`config.mk`:
```
export PLATFORM = sky130hd
export DESIGN_NAME = touch_keypad_serial_reader
export DESIGN_NICKNAME = d
export VERILOG_FILES = /design/src/rtl/core/tksr_pkg.sv /design/src/rtl/core/tksr_cfg.sv /design/src/rtl/core/tksr_step.sv /design/src/rtl/core/touch_keypad_serial_reader.sv
export SDC_FILE = /design/constraint.sdc
export NUM_CORES = 1
export LEC_CHECK = 0
export ABC_AREA = 1
export CAP_MARGIN = 10
export CORE_ASPECT_RATIO = 0.7
export CORE_MARGIN = 2
export CORE_UTILIZATION = 45
export DETAILED_ROUTE_END_ITERATION = 8
export DONT_BUFFER_PORTS = 1
export PLACE_DENSITY_LB_ADDON = 0.15
export SLEW_MARGIN = 25
export SYNTH_ARGS = -nofsm -noshare
export SYNTH_HDL_FRONTEND = slang
export SYNTH_SLANG_ARGS = --single-unit
```
`constraint.sdc`:
```
create_clock -name i_clk -period 4.65 [get_ports i_clk]
set_clock_uncertainty 0.05 [all_clocks]
set_input_delay 0.6975 -clock i_clk [delete_from_list [all_inputs] [get_ports i_clk]]
set_output_delay 0.6975 -clock i_clk [all_outputs]
set_load 0.005 [all_outputs]
```
`src/rtl/core/tksr_pkg.sv`:
```
// Shared types, phase codes, register indexes and reset values for the touch keypad reader.
`timescale 1ns / 1ps

package tksr_pkg;

    localparam int MAX_KEYS_DEF = 16;

    localparam int CFG_AW = 5;
    localparam int CFG_DW = 32;

    localparam logic [2:0] REG_SIXTEEN_KEYS   = 3'd0;
    localparam logic [2:0] REG_REPORT_INDEX   = 3'd1;
    localparam logic [2:0] REG_DETECT_TIMEOUT = 3'd2;
    localparam logic [2:0] REG_HALF_PERIOD    = 3'd3;
    localparam logic [2:0] REG_SETTLE_TICKS   = 3'd4;
    localparam logic [2:0] REG_GAP_TICKS      = 3'd5;

    localparam logic [2:0] PH_IDLE      = 3'd0;
    localparam logic [2:0] PH_WAIT_LOW  = 3'd1;
    localparam logic [2:0] PH_WAIT_HIGH = 3'd2;
    localparam logic [2:0] PH_SETTLE    = 3'd3;
    localparam logic [2:0] PH_CLK_LOW   = 3'd4;
    localparam logic [2:0] PH_CLK_HIGH  = 3'd5;
    localparam logic [2:0] PH_GAP       = 3'd6;

    localparam logic [15:0] RST_DETECT_TIMEOUT = 16'd50000;
    localparam logic [7:0]  RST_HALF_PERIOD    = 8'd2;
    localparam logic [9:0]  RST_SETTLE_TICKS   = 10'd10;
    localparam logic [15:0] RST_GAP_TICKS      = 16'd2000;

    typedef struct packed {
        logic        sixteen_keys;
        logic        report_index;
        logic [15:0] detect_timeout;
        logic [7:0]  half_period;
        logic [9:0]  settle_ticks;
        logic [15:0] gap_ticks;
    } t_cfg;

    typedef struct packed {
        logic [2:0]  phase;
        logic [15:0] tick_count;
        logic [4:0]  bit_number;
        logic [15:0] collected;
        logic [15:0] last_keys;
        logic        clock_reg;
    } t_state;

    typedef struct packed {
        t_state st;
        logic   result_valid;
        logic   timed_out;
    } t_step_out;

endpackage

```
`src/rtl/core/tksr_cfg.sv`:
```
// Configuration register bank with a simple APB-style access port.
`timescale 1ns / 1ps

module tksr_cfg
    import tksr_pkg::*;
(
    input  logic              i_clk,
    input  logic              i_rst_n,
    input  logic              psel,
    input  logic              penable,
    input  logic              pwrite,
    input  logic [CFG_AW-1:0] paddr,
    input  logic [CFG_DW-1:0] pwdata,
    output logic [CFG_DW-1:0] prdata,
    output logic              pready,
    output t_cfg              o_cfg
);

    t_cfg       r_cfg;
    logic       wr_en;
    logic [2:0] reg_idx;

    assign pready  = 1'b1;
    assign wr_en   = psel & penable & pwrite;
    assign reg_idx = paddr[4:2];
    assign o_cfg   = r_cfg;

    always_ff @(posedge i_clk) begin
        if (!i_rst_n) begin
            r_cfg.sixteen_keys   <= 1'b1;
            r_cfg.report_index   <= 1'b0;
            r_cfg.detect_timeout <= RST_DETECT_TIMEOUT;
            r_cfg.half_period    <= RST_HALF_PERIOD;
            r_cfg.settle_ticks   <= RST_SETTLE_TICKS;
            r_cfg.gap_ticks      <= RST_GAP_TICKS;
        end else if (wr_en) begin
            unique case (reg_idx)
                REG_SIXTEEN_KEYS:   r_cfg.sixteen_keys   <= pwdata[0];
                REG_REPORT_INDEX:   r_cfg.report_index   <= pwdata[0];
                REG_DETECT_TIMEOUT: r_cfg.detect_timeout <= pwdata[15:0];
                REG_HALF_PERIOD:    r_cfg.half_period    <= pwdata[7:0];
                REG_SETTLE_TICKS:   r_cfg.settle_ticks   <= pwdata[9:0];
                REG_GAP_TICKS:      r_cfg.gap_ticks      <= pwdata[15:0];
                default: ;
            endcase
        end
    end

    always_comb begin
        unique case (reg_idx)
            REG_SIXTEEN_KEYS:   prdata = {31'd0, r_cfg.sixteen_keys};
            REG_REPORT_INDEX:   prdata = {31'd0, r_cfg.report_index};
            REG_DETECT_TIMEOUT: prdata = {16'd0, r_cfg.detect_timeout};
            REG_HALF_PERIOD:    prdata = {24'd0, r_cfg.half_period};
            REG_SETTLE_TICKS:   prdata = {22'd0, r_cfg.settle_ticks};
            REG_GAP_TICKS:      prdata = {16'd0, r_cfg.gap_ticks};
            default:            prdata = '0;
        endcase
    end

endmodule

```
`src/rtl/core/tksr_step.sv`:
```
// Next-state logic for one tick of the serial key read sequence.
`timescale 1ns / 1ps

module tksr_step
    import tksr_pkg::*;
#(
    parameter int MAX_KEYS = MAX_KEYS_DEF
)
(
    input  t_state    i_cur,
    input  t_cfg      i_cfg,
    input  logic      i_data_level,
    input  logic      i_start_req,
    output t_step_out o_nxt
);

    localparam logic [4:0] MaxK = 5'(MAX_KEYS);

    logic [15:0] tick_inc;
    logic [15:0] det_lim;
    logic [15:0] half_len;
    logic [4:0]  bit_inc;
    logic [4:0]  key_bits;
    logic [4:0]  nominal_bits;
    logic [4:0]  top_idx;
    logic [15:0] report_val;

    assign tick_inc     = i_cur.tick_count + 16'd1;
    assign det_lim      = (i_cfg.detect_timeout == 16'd0) ? 16'd1 : i_cfg.detect_timeout;
    assign half_len     = (i_cfg.half_period == 8'd0) ? 16'd1 : {8'd0, i_cfg.half_period};
    assign bit_inc      = i_cur.bit_number + 5'd1;
    assign nominal_bits = i_cfg.sixteen_keys ? 5'd16 : 5'd8;
    assign key_bits     = (nominal_bits < MaxK) ? nominal_bits : MaxK;

    always_comb begin
        top_idx = 5'd0;
        for (int i = 0; i < 16; i++) begin
            if (i_cur.collected[i]) begin
                top_idx = 5'(i + 1);
            end
        end
    end

    assign report_val = i_cfg.report_index ? {11'd0, top_idx} : i_cur.collected;

    always_comb begin
        o_nxt.st           = i_cur;
        o_nxt.result_valid = 1'b0;
        o_nxt.timed_out    = 1'b0;

        unique case (i_cur.phase)
            PH_IDLE: begin
                o_nxt.st.clock_reg = 1'b1;
                if (i_start_req) begin
                    o_nxt.st.phase      = PH_WAIT_LOW;
                    o_nxt.st.tick_count = '0;
                    o_nxt.st.bit_number = '0;
                    o_nxt.st.collected  = '0;
                end
            end
            PH_WAIT_LOW, PH_WAIT_HIGH: begin
                if ((i_cur.phase == PH_WAIT_LOW) && !i_data_level) begin
                    o_nxt.st.phase = PH_WAIT_HIGH;
                end else if ((i_cur.phase == PH_WAIT_HIGH) && i_data_level) begin
                    o_nxt.st.tick_count = '0;
                    if (i_cfg.settle_ticks == 10'd0) begin
                        o_nxt.st.phase      = PH_CLK_LOW;
                        o_nxt.st.bit_number = '0;
                        o_nxt.st.collected  = '0;
                        o_nxt.st.clock_reg  = 1'b0;
                    end else begin
                        o_nxt.st.phase = PH_SETTLE;
                    end
                end else begin
                    o_nxt.st.tick_count = tick_inc;
                    if (tick_inc >= det_lim) begin
                        o_nxt.timed_out     = 1'b1;
                        o_nxt.st.phase      = PH_IDLE;
                        o_nxt.st.tick_count = '0;
                        o_nxt.st.clock_reg  = 1'b1;
                    end
                end
            end
            PH_SETTLE: begin
                o_nxt.st.tick_count = tick_inc;
                if (tick_inc >= {6'd0, i_cfg.settle_ticks}) begin
                    o_nxt.st.phase      = PH_CLK_LOW;
                    o_nxt.st.tick_count = '0;
                    o_nxt.st.bit_number = '0;
                    o_nxt.st.collected  = '0;
                    o_nxt.st.clock_reg  = 1'b0;
                end
            end
            PH_CLK_LOW: begin
                o_nxt.st.tick_count = tick_inc;
                if (tick_inc >= half_len) begin
                    if (!i_data_level) begin
                        o_nxt.st.collected[i_cur.bit_number[3:0]] = 1'b1;
                    end
                    o_nxt.st.clock_reg  = 1'b1;
                    o_nxt.st.phase      = PH_CLK_HIGH;
                    o_nxt.st.tick_count = '0;
                end
            end
            PH_CLK_HIGH: begin
                o_nxt.st.tick_count = tick_inc;
                if (tick_inc >= half_len) begin
                    o_nxt.st.bit_number = bit_inc;
                    o_nxt.st.tick_count = '0;
                    if (bit_inc >= key_bits) begin
                        if (i_cfg.gap_ticks == 16'd0) begin
                            o_nxt.st.last_keys = report_val;
                            o_nxt.result_valid = 1'b1;
                            o_nxt.st.phase     = PH_IDLE;
                            o_nxt.st.clock_reg = 1'b1;
                        end else begin
                            o_nxt.st.phase = PH_GAP;
                        end
                    end else begin
                        o_nxt.st.clock_reg = 1'b0;
                        o_nxt.st.phase     = PH_CLK_LOW;
                    end
                end
            end
            PH_GAP: begin
                o_nxt.st.tick_count = tick_inc;
                if (tick_inc >= i_cfg.gap_ticks) begin
                    o_nxt.st.last_keys  = report_val;
                    o_nxt.result_valid  = 1'b1;
                    o_nxt.st.phase      = PH_IDLE;
                    o_nxt.st.tick_count = '0;
                    o_nxt.st.clock_reg  = 1'b1;
                end
            end
            default: begin
                o_nxt.st.phase      = PH_IDLE;
                o_nxt.st.tick_count = '0;
                o_nxt.st.clock_reg  = 1'b1;
            end
        endcase
    end

endmodule

```
`src/rtl/core/touch_keypad_serial_reader.sv`:
```
// Top level of the touch keypad serial reader: tick input stage, sequencer state and result stage.
//
//   Channel   Direction  Transfer                      Contents
//   s_axis    in         one tick                      tdata: data_level, start_req
//   m_axis    out        one result per tick           tdata: clock, busy, valid, timeout, keys
//   APB       in/out     register write or read        six configuration registers
//
// Each tick passes through the input register and then through the sequencer logic into the
// result register; a tick may be accepted every cycle while the result stage is not stalled.
// Reset is synchronous and active low; it returns the sequencer to idle with the clock line high.
// A stalled result stage holds the sequencer and, once the input register is full, the input.
`timescale 1ns / 1ps

module touch_keypad_serial_reader
    import tksr_pkg::*;
#(
    parameter int MAX_KEYS = MAX_KEYS_DEF
)
(
    input  logic              i_clk,
    input  logic              i_rst_n,
    input  logic              s_axis_tvalid,
    output logic              s_axis_tready,
    input  logic [7:0]        s_axis_tdata,  // [0] data_level, [1] start_req
    output logic              m_axis_tvalid,
    input  logic              m_axis_tready,
    output logic [23:0]       m_axis_tdata,  // [0] clock_level, [1] busy_res, [2] result_valid,
                                             // [3] timed_out, [19:4] keys
    input  logic              psel,
    input  logic              penable,
    input  logic              pwrite,
    input  logic [CFG_AW-1:0] paddr,
    input  logic [CFG_DW-1:0] pwdata,
    output logic [CFG_DW-1:0] prdata,
    output logic              pready
);

    t_cfg       cfg;
    t_state     r_state;
    t_step_out  n_step;
    logic       r_in_valid;
    logic [1:0] r_in_data;
    logic       r_out_valid;
    logic [23:0] r_out_data;
    logic       fire;
    logic [23:0] n_out_data;

    tksr_cfg u_cfg (
        .i_clk   (i_clk),
        .i_rst_n (i_rst_n),
        .psel    (psel),
        .penable (penable),
        .pwrite  (pwrite),
        .paddr   (paddr),
        .pwdata  (pwdata),
        .prdata  (prdata),
        .pready  (pready),
        .o_cfg   (cfg)
    );

    tksr_step #(
        .MAX_KEYS (MAX_KEYS)
    ) u_step (
        .i_cur        (r_state),
        .i_cfg        (cfg),
        .i_data_level (r_in_data[0]),
        .i_start_req  (r_in_data[1]),
        .o_nxt        (n_step)
    );

    assign fire          = r_in_valid & (~r_out_valid | m_axis_tready);
    assign s_axis_tready = ~r_in_valid | fire;
    assign m_axis_tvalid = r_out_valid;
    assign m_axis_tdata  = r_out_data;

    assign n_out_data = {4'd0, n_step.st.last_keys, n_step.timed_out, n_step.result_valid,
                         (n_step.st.phase != PH_IDLE), n_step.st.clock_reg};

    always_ff @(posedge i_clk) begin
        if (!i_rst_n) begin
            r_in_valid <= 1'b0;
        end else if (s_axis_tready) begin
            r_in_valid <= s_axis_tvalid;
        end
    end

    always_ff @(posedge i_clk) begin
        if (s_axis_tready && s_axis_tvalid) begin
            r_in_data <= s_axis_tdata[1:0];
        end
    end

    always_ff @(posedge i_clk) begin
        if (!i_rst_n) begin
            r_state.phase      <= PH_IDLE;
            r_state.tick_count <= '0;
            r_state.bit_number <= '0;
            r_state.collected  <= '0;
            r_state.last_keys  <= '0;
            r_state.clock_reg  <= 1'b1;
        end else if (fire) begin
            r_state <= n_step.st;
        end
    end

    always_ff @(posedge i_clk) begin
        if (!i_rst_n) begin
            r_out_valid <= 1'b0;
        end else if (fire) begin
            r_out_valid <= 1'b1;
        end else if (m_axis_tready) begin
            r_out_valid <= 1'b0;
        end
    end

    always_ff @(posedge i_clk) begin
        if (fire) begin
            r_out_data <= n_out_data;
        end
    end

    a_flags_exclusive: assert property (@(posedge i_clk) disable iff (!i_rst_n)
        r_out_valid |-> !(r_out_data[2] && r_out_data[3]))
        else $error("result and timeout flagged on the same tick");

    a_done_not_busy: assert property (@(posedge i_clk) disable iff (!i_rst_n)
        (r_out_valid && (r_out_data[2] || r_out_data[3])) |-> !r_out_data[1])
        else $error("read reported finished while still busy");

    a_clock_low_busy: assert property (@(posedge i_clk) disable iff (!i_rst_n)
        (r_out_valid && !r_out_data[0]) |-> r_out_data[1])
        else $error("clock line driven low while idle");

    a_keys_held: assert property (@(posedge i_clk) disable iff (!i_rst_n)
        (fire && !n_step.result_valid) |=> (r_state.last_keys == $past(r_state.last_keys)))
        else $error("stored keys changed without a completed read");

    a_idle_holds: assert property (@(posedge i_clk) disable iff (!i_rst_n)
        (fire && (r_state.phase == PH_IDLE) && !r_in_data[1]) |=> (r_state.phase == PH_IDLE))
        else $error("sequencer left idle without a start request");

endmodule

```
==> results of run 1 <==
==> logic make-up (layout without fill, tap and decap cells) <==
| group | Yosys count | in the layout | share of synthesized area, % |
|---|---|---|---|
| DFF | 133 | 133 | 35.7 |
| adders and majority gates | 58 | 58 | 8.98 |
| AOI/OAI and AO/OA | 230 | 230 | 16.2 |
| buffers and inverters | 220 | 206 | 11.7 |
| and+or+nand+nor | 455 | 455 | 26.3 |
| xor gates and xnor gates | 9 | 9 | 1.07 |
| other | 2 | 21 | 0.0930 |
==> final timing paths <==
path / start / to / cells after the start
max: r_state[39]$_SDFFE_PN0P_ / r_state[28]$_SDFFE_PN0P_ / 17
min: s_axis_tdata[0] / r_in_data[0]$_DFFE_PP_ / 0
max reg2reg: r_state[39]$_SDFFE_PN0P_ / r_state[28]$_SDFFE_PN0P_ / 17
min reg2reg: r_state[17]$_SDFFE_PN0P_ / r_state[17]$_SDFFE_PN0P_ / 2
==> through the flow <==
step / power, mW / cell area, µm² / hold slack [ns] / cells / worst slack, ns
finish: 2.89 / 8790 / 0.318 / 1343 / 1.12
global route: 3.00 / 8790 / 0.294 / 1343 / 0.751
global placement: 1.49 / 8170 / 0.410 / 1311 / 1.18
CTS: 2.91 / 8790 / 0.303 / 1343 / 1.14
floorplan: 1.45 / 8150 / 0.393 / 1126 / 1.73
detailed placement: 1.49 / 8180 / 0.418 / 1311 / 1.17
==> sequential cells by signal, summed over array words and instances, names as in the netlist <==
register / cells
m_axis_tdata: 20
r_state: 57
m_axis_tvalid: 1
r_in_valid: 1
r_in_data: 2
u_cfg.o_cfg: 52
==> synthesized netlist by cell type (22+ instances only) <==
cell type | instances | area (µm²)
a21oi_1 | 108 | 541
dfxtp_1 | 111 | 2220
edfxtp_1 | 22 | 661
ha_1 | 58 | 726
inv_1 | 165 | 619
nand2_1 | 191 | 717
nand2_2 | 25 | 156
nand3_1 | 52 | 260
nand4_1 | 23 | 144
nor2_1 | 109 | 409
o21ai_0 | 66 | 330
==> where the power goes <==
part	switching, mW	leakage [nW]	internal, mW
combinational	0.166	2.52	0.0714
sequential	0.0218	1.11	1.21
clock	0.564	0.295	0.857
==> routing by layer <==
layer	global-route usage [%]	routed length (µm)	share of wire (%)	vias to the layer above
li1	-	-	-	3620
met1	37.6	11300	53	3196
met2	31.5	8110	38	245
met3	5.47	1780	8.3	11
met4	3.57	113	0.53	0
met5	0	0	0	-
==> final cells by class <==
class,instances,area [µm²]
repair buffers,5,37.5
clock inverters,15,190
multi-input cells,773,4330
fillers,1688,8570
clock buffers,17,425
well taps,231,289
inverters,169,642
flip-flops and latches,133,2880
==> worst reg2reg max path, stage by stage (launching register included) <==
cell and delay [ns]:
dfxtp_1 0.36, ha_1 0.18, nand2_1 0.11, nor2_1 0.20
xor2_1 0.23, inv_1 0.19, ha_1 0.32, nand2_1 0.04
nor2_1 0.12, a21boi_0 0.28, nor2_1 0.13, nor2_1 0.14
nor2_2 0.08, nand3_2 0.15, nand3_1 0.34, nor2_1 0.30
nand2_1 0.10, a21oi_1 0.13
==> flow_metrics.env, run 1 <==
export IMPL_worstSetupPathType="flop to flop"
export IMPL_hp_class="input port to flop"
export IMPL_max_freq_ghz=0.284
export IMPL_port_buffers=0
export IMPL_diodes=0
export IMPL_seq_area_frac_synth_pct=35.7
export IMPL_gp_congestion=0.925
export IMPL_grt_usage_pct=23.4
export IMPL_period_needed_ns=3.53
export IMPL_dp_hpwl_um=15700
export IMPL_status="finished clean"
export IMPL_p_per_area_nw_per_um2=328
export IMPL_crit_path_max_fanout=14
export IMPL_critPathArrivalTime_ns=3.83
export IMPL_grt_max_degree=55
export IMPL_route_detailed_drc=0
export IMPL_netlist_area_um2=8080
export IMPL_path_cells="ha_1 -> nand2_1 -> nor2_1 -> xor2_1 -> inv_1 -> ha_1 -> nand2_1 -> nor2_1 -> a21boi_0 -> nor2_1 -> nor2_1 -> nor2_2 -> nand3_2 -> nand3_1 -> nor2_1 -> nand2_1 -> a21oi_1"
export IMPL_worst_pin_slew_ns=0.750
export IMPL_synth_enable_flop_cells=22
export IMPL_die_y_um=116
export IMPL_setup_viol=0
export IMPL_fp_dieW_um=164
export IMPL_synthArstFlopShare_pct=0
export IMPL_drv_cap=0
export IMPL_finalSetupTns_ns=0
export IMPL_clkLatencyLatePin_ns=0.43
export IMPL_ant_nets=0
export IMPL_cts_tree="done"
export IMPL_root_buffer="clkbuf_16"
export IMPL_path_delay_family="simple AND/OR/NAND/NOR gates"
export IMPL_wl_um=21300
export IMPL_io_pins=111
export IMPL_viasPerCell=5.27
export IMPL_cts_made_buffers=17
export IMPL_cp_slowest_stage_delay_ns=0.36
export IMPL_clk_pin_slew_ns=0.06
export IMPL_hold_buffers=0
export IMPL_startpoint_type="flop"
export IMPL_cts_htree_levels=4
export IMPL_ys_ff_latch=133
export IMPL_first_pass_iters=5
export IMPL_rows=40
export IMPL_post_cts_setup_buffer_count=0
export IMPL_maxSlewViolCount=0
export IMPL_cts_buffer_depth=2
export IMPL_fp_coreArea_um2=17400
export IMPL_hold_violations=0
export IMPL_finalCritPeriodShare_pct=75.8
export IMPL_grt_pass1_vias=6166
export IMPL_first_iter_violations=663
export IMPL_cts_sinks=133
export IMPL_wl_per_cell_um=15.9
export IMPL_slowest_stage="dfxtp_1"
export IMPL_required_ns=4.95
export IMPL_ys_warn_count=0
export IMPL_r2r_slack_ns=1.12
export IMPL_gr_total_overflow=0
export IMPL_fp_dieArea_um2=19100
export IMPL_leakagePower_nw=3.93
export IMPL_ys_types=50
export IMPL_layout_drive_gt1_share_pct=8.99
export IMPL_post_route_util_pct=50.6
export IMPL_crit_top_cell="nor2_1"
export IMPL_grt_pass1_wl_um=34200
export IMPL_worst_path_buf_inv=1
export IMPL_syn_to_final_growth_pct=8.84
export IMPL_postSynthCellCount=1107
export IMPL_worstSetupEndpointType="flop"
export IMPL_slew_headroom_pct=49.8
export IMPL_final_cell_mix="191 x nand2_1, 165 x inv_1, 111 x dfxtp_1"
export IMPL_rsz0062_at_grt="false"
export IMPL_antenna_found_initial=0
export IMPL_max_vdd_ir_drop_v=0.000214
export IMPL_layout_commonest_cell="nand2_1"
export IMPL_final_nets=1209
export IMPL_cts_resized_gates=0
export IMPL_syn_area_per_cell_um2=7.30
export IMPL_synthFlopType="dfxtp_1"
export IMPL_num_vias=7072
export IMPL_start_util_pct=46.5
Note: power is estimated with default switching activity, not from simulation.
==> inputs of run 2 (changes only) <==
==> constraint.sdc (replaced) <==
create_clock -name i_clk -period 3.2 [get_ports i_clk]
set_clock_uncertainty 0.05 [all_clocks]
set_input_delay 0.48 -clock i_clk [delete_from_list [all_inputs] [get_ports i_clk]]
set_output_delay 0.48 -clock i_clk [all_outputs]
set_load 0.005 [all_outputs]
==> flow_metrics.env, run 2 (synthesis gave the netlist of run 1 again) <==
export IMPL_final_cell_mix="186 x nand2_1, 163 x inv_1, 107 x dfxtp_1"
export IMPL_rows=40
export IMPL_grt_pass1_wl_um=34600
export IMPL_period_needed_ns=3.02
export IMPL_worstSetupPathType="flop to flop"
export IMPL_fp_dieArea_um2=19100
export IMPL_wl_per_cell_um=15.9
export IMPL_diodes=0
export IMPL_clkLatencyLatePin_ns=0.43
export IMPL_first_iter_violations=637
export IMPL_whs_path_depth=0
export IMPL_ant_nets=0
export IMPL_worstReg2RegEnd="m_axis_tdata[5]$_DFFE_PP_"
export IMPL_start_util_pct=46.5
export IMPL_grt_max_degree=55
export IMPL_maxSlewViolCount=0
export IMPL_hp_class="input port to flop"
export IMPL_leakagePower_nw=4.12
export IMPL_hp_start="s_axis_tdata[0]"
export IMPL_route_detailed_drc=0
export IMPL_final_nets=1240
export IMPL_status="finished clean"
export IMPL_viasPerCell=5.27
export IMPL_gr_total_overflow=0
export IMPL_reg2regPathDepth=17
export IMPL_startpoint_type="flop"
export IMPL_hold_violations=0
export IMPL_gp_congestion=0.875
export IMPL_cts_made_buffers=17
export IMPL_drv_cap=0
export IMPL_crit_path_max_fanout=17
export IMPL_grt_usage_pct=23.6
export IMPL_layout_drive_gt1_share_pct=14.0
export IMPL_first_pass_iters=5
export IMPL_worstSetupEndpointType="flop"
export IMPL_dp_slack_ns=0.0315
export IMPL_r2r_start="r_state[38]$_SDFFE_PN0P_"
export IMPL_fp_coreArea_um2=17400
export IMPL_slew_headroom_pct=52.7
export IMPL_p_per_area_nw_per_um2=455
export IMPL_grt_pass1_vias=6450
export IMPL_clk_pin_slew_ns=0.07
export IMPL_die_y_um=116
export IMPL_dp_hpwl_um=16200
export IMPL_syn_to_final_growth_pct=13.4
export IMPL_largest_reg_flops=57
export IMPL_num_vias=7246
export IMPL_cts_htree_levels=4
export IMPL_max_vdd_ir_drop_v=0.000316
export IMPL_wl_um=21900
export IMPL_port_buffers=0
export IMPL_setup_ws_ns=0.181
export IMPL_post_route_util_pct=52.8
export IMPL_nFillCells=1686
export IMPL_fp_dieW_um=164
export IMPL_hold_buffers=0
export IMPL_layout_commonest_cell="nand2_1"
export IMPL_cts_tree="done"
export IMPL_critPathArrivalTime_ns=3.13
export IMPL_r2r_slack_ns=0.18
export IMPL_cts_buffer_depth=2
export IMPL_root_buffer="clkbuf_16"
export IMPL_required_ns=3.31
export IMPL_setup_viol=0
export IMPL_max_freq_ghz=0.331
export IMPL_cts_sinks=133
export IMPL_io_pins=111
export IMPL_antenna_found_initial=0
export IMPL_largest_register="r_state"
export IMPL_worst_pin_slew_ns=0.709
export IMPL_holdPathEnd="r_in_data[0]$_DFFE_PP_"
export IMPL_finalCritPeriodShare_pct=94.4
run 2: stage by stage:
stage | hold slack [ns] | TNS (ns) | cells | instance area (µm²) | power (mW)
6_report | 0.0995 | 0 | 1374 | 9160 | 4.17
2_1_floorplan | 0.393 | 0 | 1126 | 8150 | 2.11
3_5_place_dp | 0.431 | 0 | 1339 | 8410 | 2.19
5_1_grt | 0.0781 | -0.238 | 1374 | 9160 | 4.33
4_1_cts | 0.0848 | 0 | 1371 | 9010 | 4.19
3_3_place_gp | 0.421 | 0 | 1339 | 8410 | 2.18
run 2: critical path, cell delays in order (launching register included):
cell,delay (ns)
dfxtp_2,0.36
ha_2,0.21
nand2_4,0.07
nor2_4,0.10
nand4_1,0.15
o21ai_0,0.25
nand2_1,0.13
inv_1,0.13
ha_1,0.24
nand2_1,0.09
o21ai_0,0.10
a21oi_1,0.18
nand3_1,0.11
nand2_2,0.10
nand2_4,0.09
buf_12,0.16
o21ai_0,0.11
nand2_1,0.13
run 2: layout make-up:
type | count | area (µm²) | area share (%)
Tap cell | 231 | 289 | 3.15
Sequential cell | 133 | 2890 | 31.5
Clock buffer | 17 | 425 | 4.64
Multi-Input combinational cell | 773 | 4450 | 48.5
Timing Repair Buffer | 36 | 295 | 3.22
Inverter | 169 | 642 | 7.00
Clock inverter | 15 | 174 | 1.90
run 2: how the worst max path moves through the flow:
| stage | from | end | slack, ns | depth (start not counted) |
|---|---|---|---|---|
| after floorplan | r_state[38]$_SDFFE_PN0P_ | m_axis_tdata[10]$_DFFE_PP_ | 0.28 | 18 |
| after global placement | r_state[38]$_SDFFE_PN0P_ | r_state[49]$_SDFFE_PN0P_ | 0.08 | 21 |
| after detailed placement | r_state[38]$_SDFFE_PN0P_ | r_state[28]$_SDFFE_PN0P_ | 0.03 | 18 |
| after CTS | r_state[38]$_SDFFE_PN0P_ | r_state[28]$_SDFFE_PN0P_ | 0.002 | 18 |
| after global routing | r_state[38]$_SDFFE_PN0P_ | m_axis_tdata[0]$_DFFE_PP_ | -0.04 | 17 |
| final | r_state[38]$_SDFFE_PN0P_ | m_axis_tdata[5]$_DFFE_PP_ | 0.18 | 17 |
run 2: power by group:
group	switching [mW]	total (mW)	internal, mW
Combinational	0.248	0.373	0.125
Sequential	0.0333	1.79	1.75
Clock	0.894	2.01	1.12
Total	1.18	4.17	3.00
run 2: timing repair:
action / in CTS / in global routing
endpoints found under the setup margin: 0 / 73
buffers inserted: 0 / 3
gates resized for setup: 0 / 38
run 2: layer usage:
metal	GRT usage (%)	part of all wire, %	wire length, µm	vias up
li1	-	-	-	3668
met1	37.7	53	11700	3322
met2	32.1	38	8420	242
met3	5.50	7.8	1700	14
met4	3.45	0.52	114	0
met5	0	0	0	-
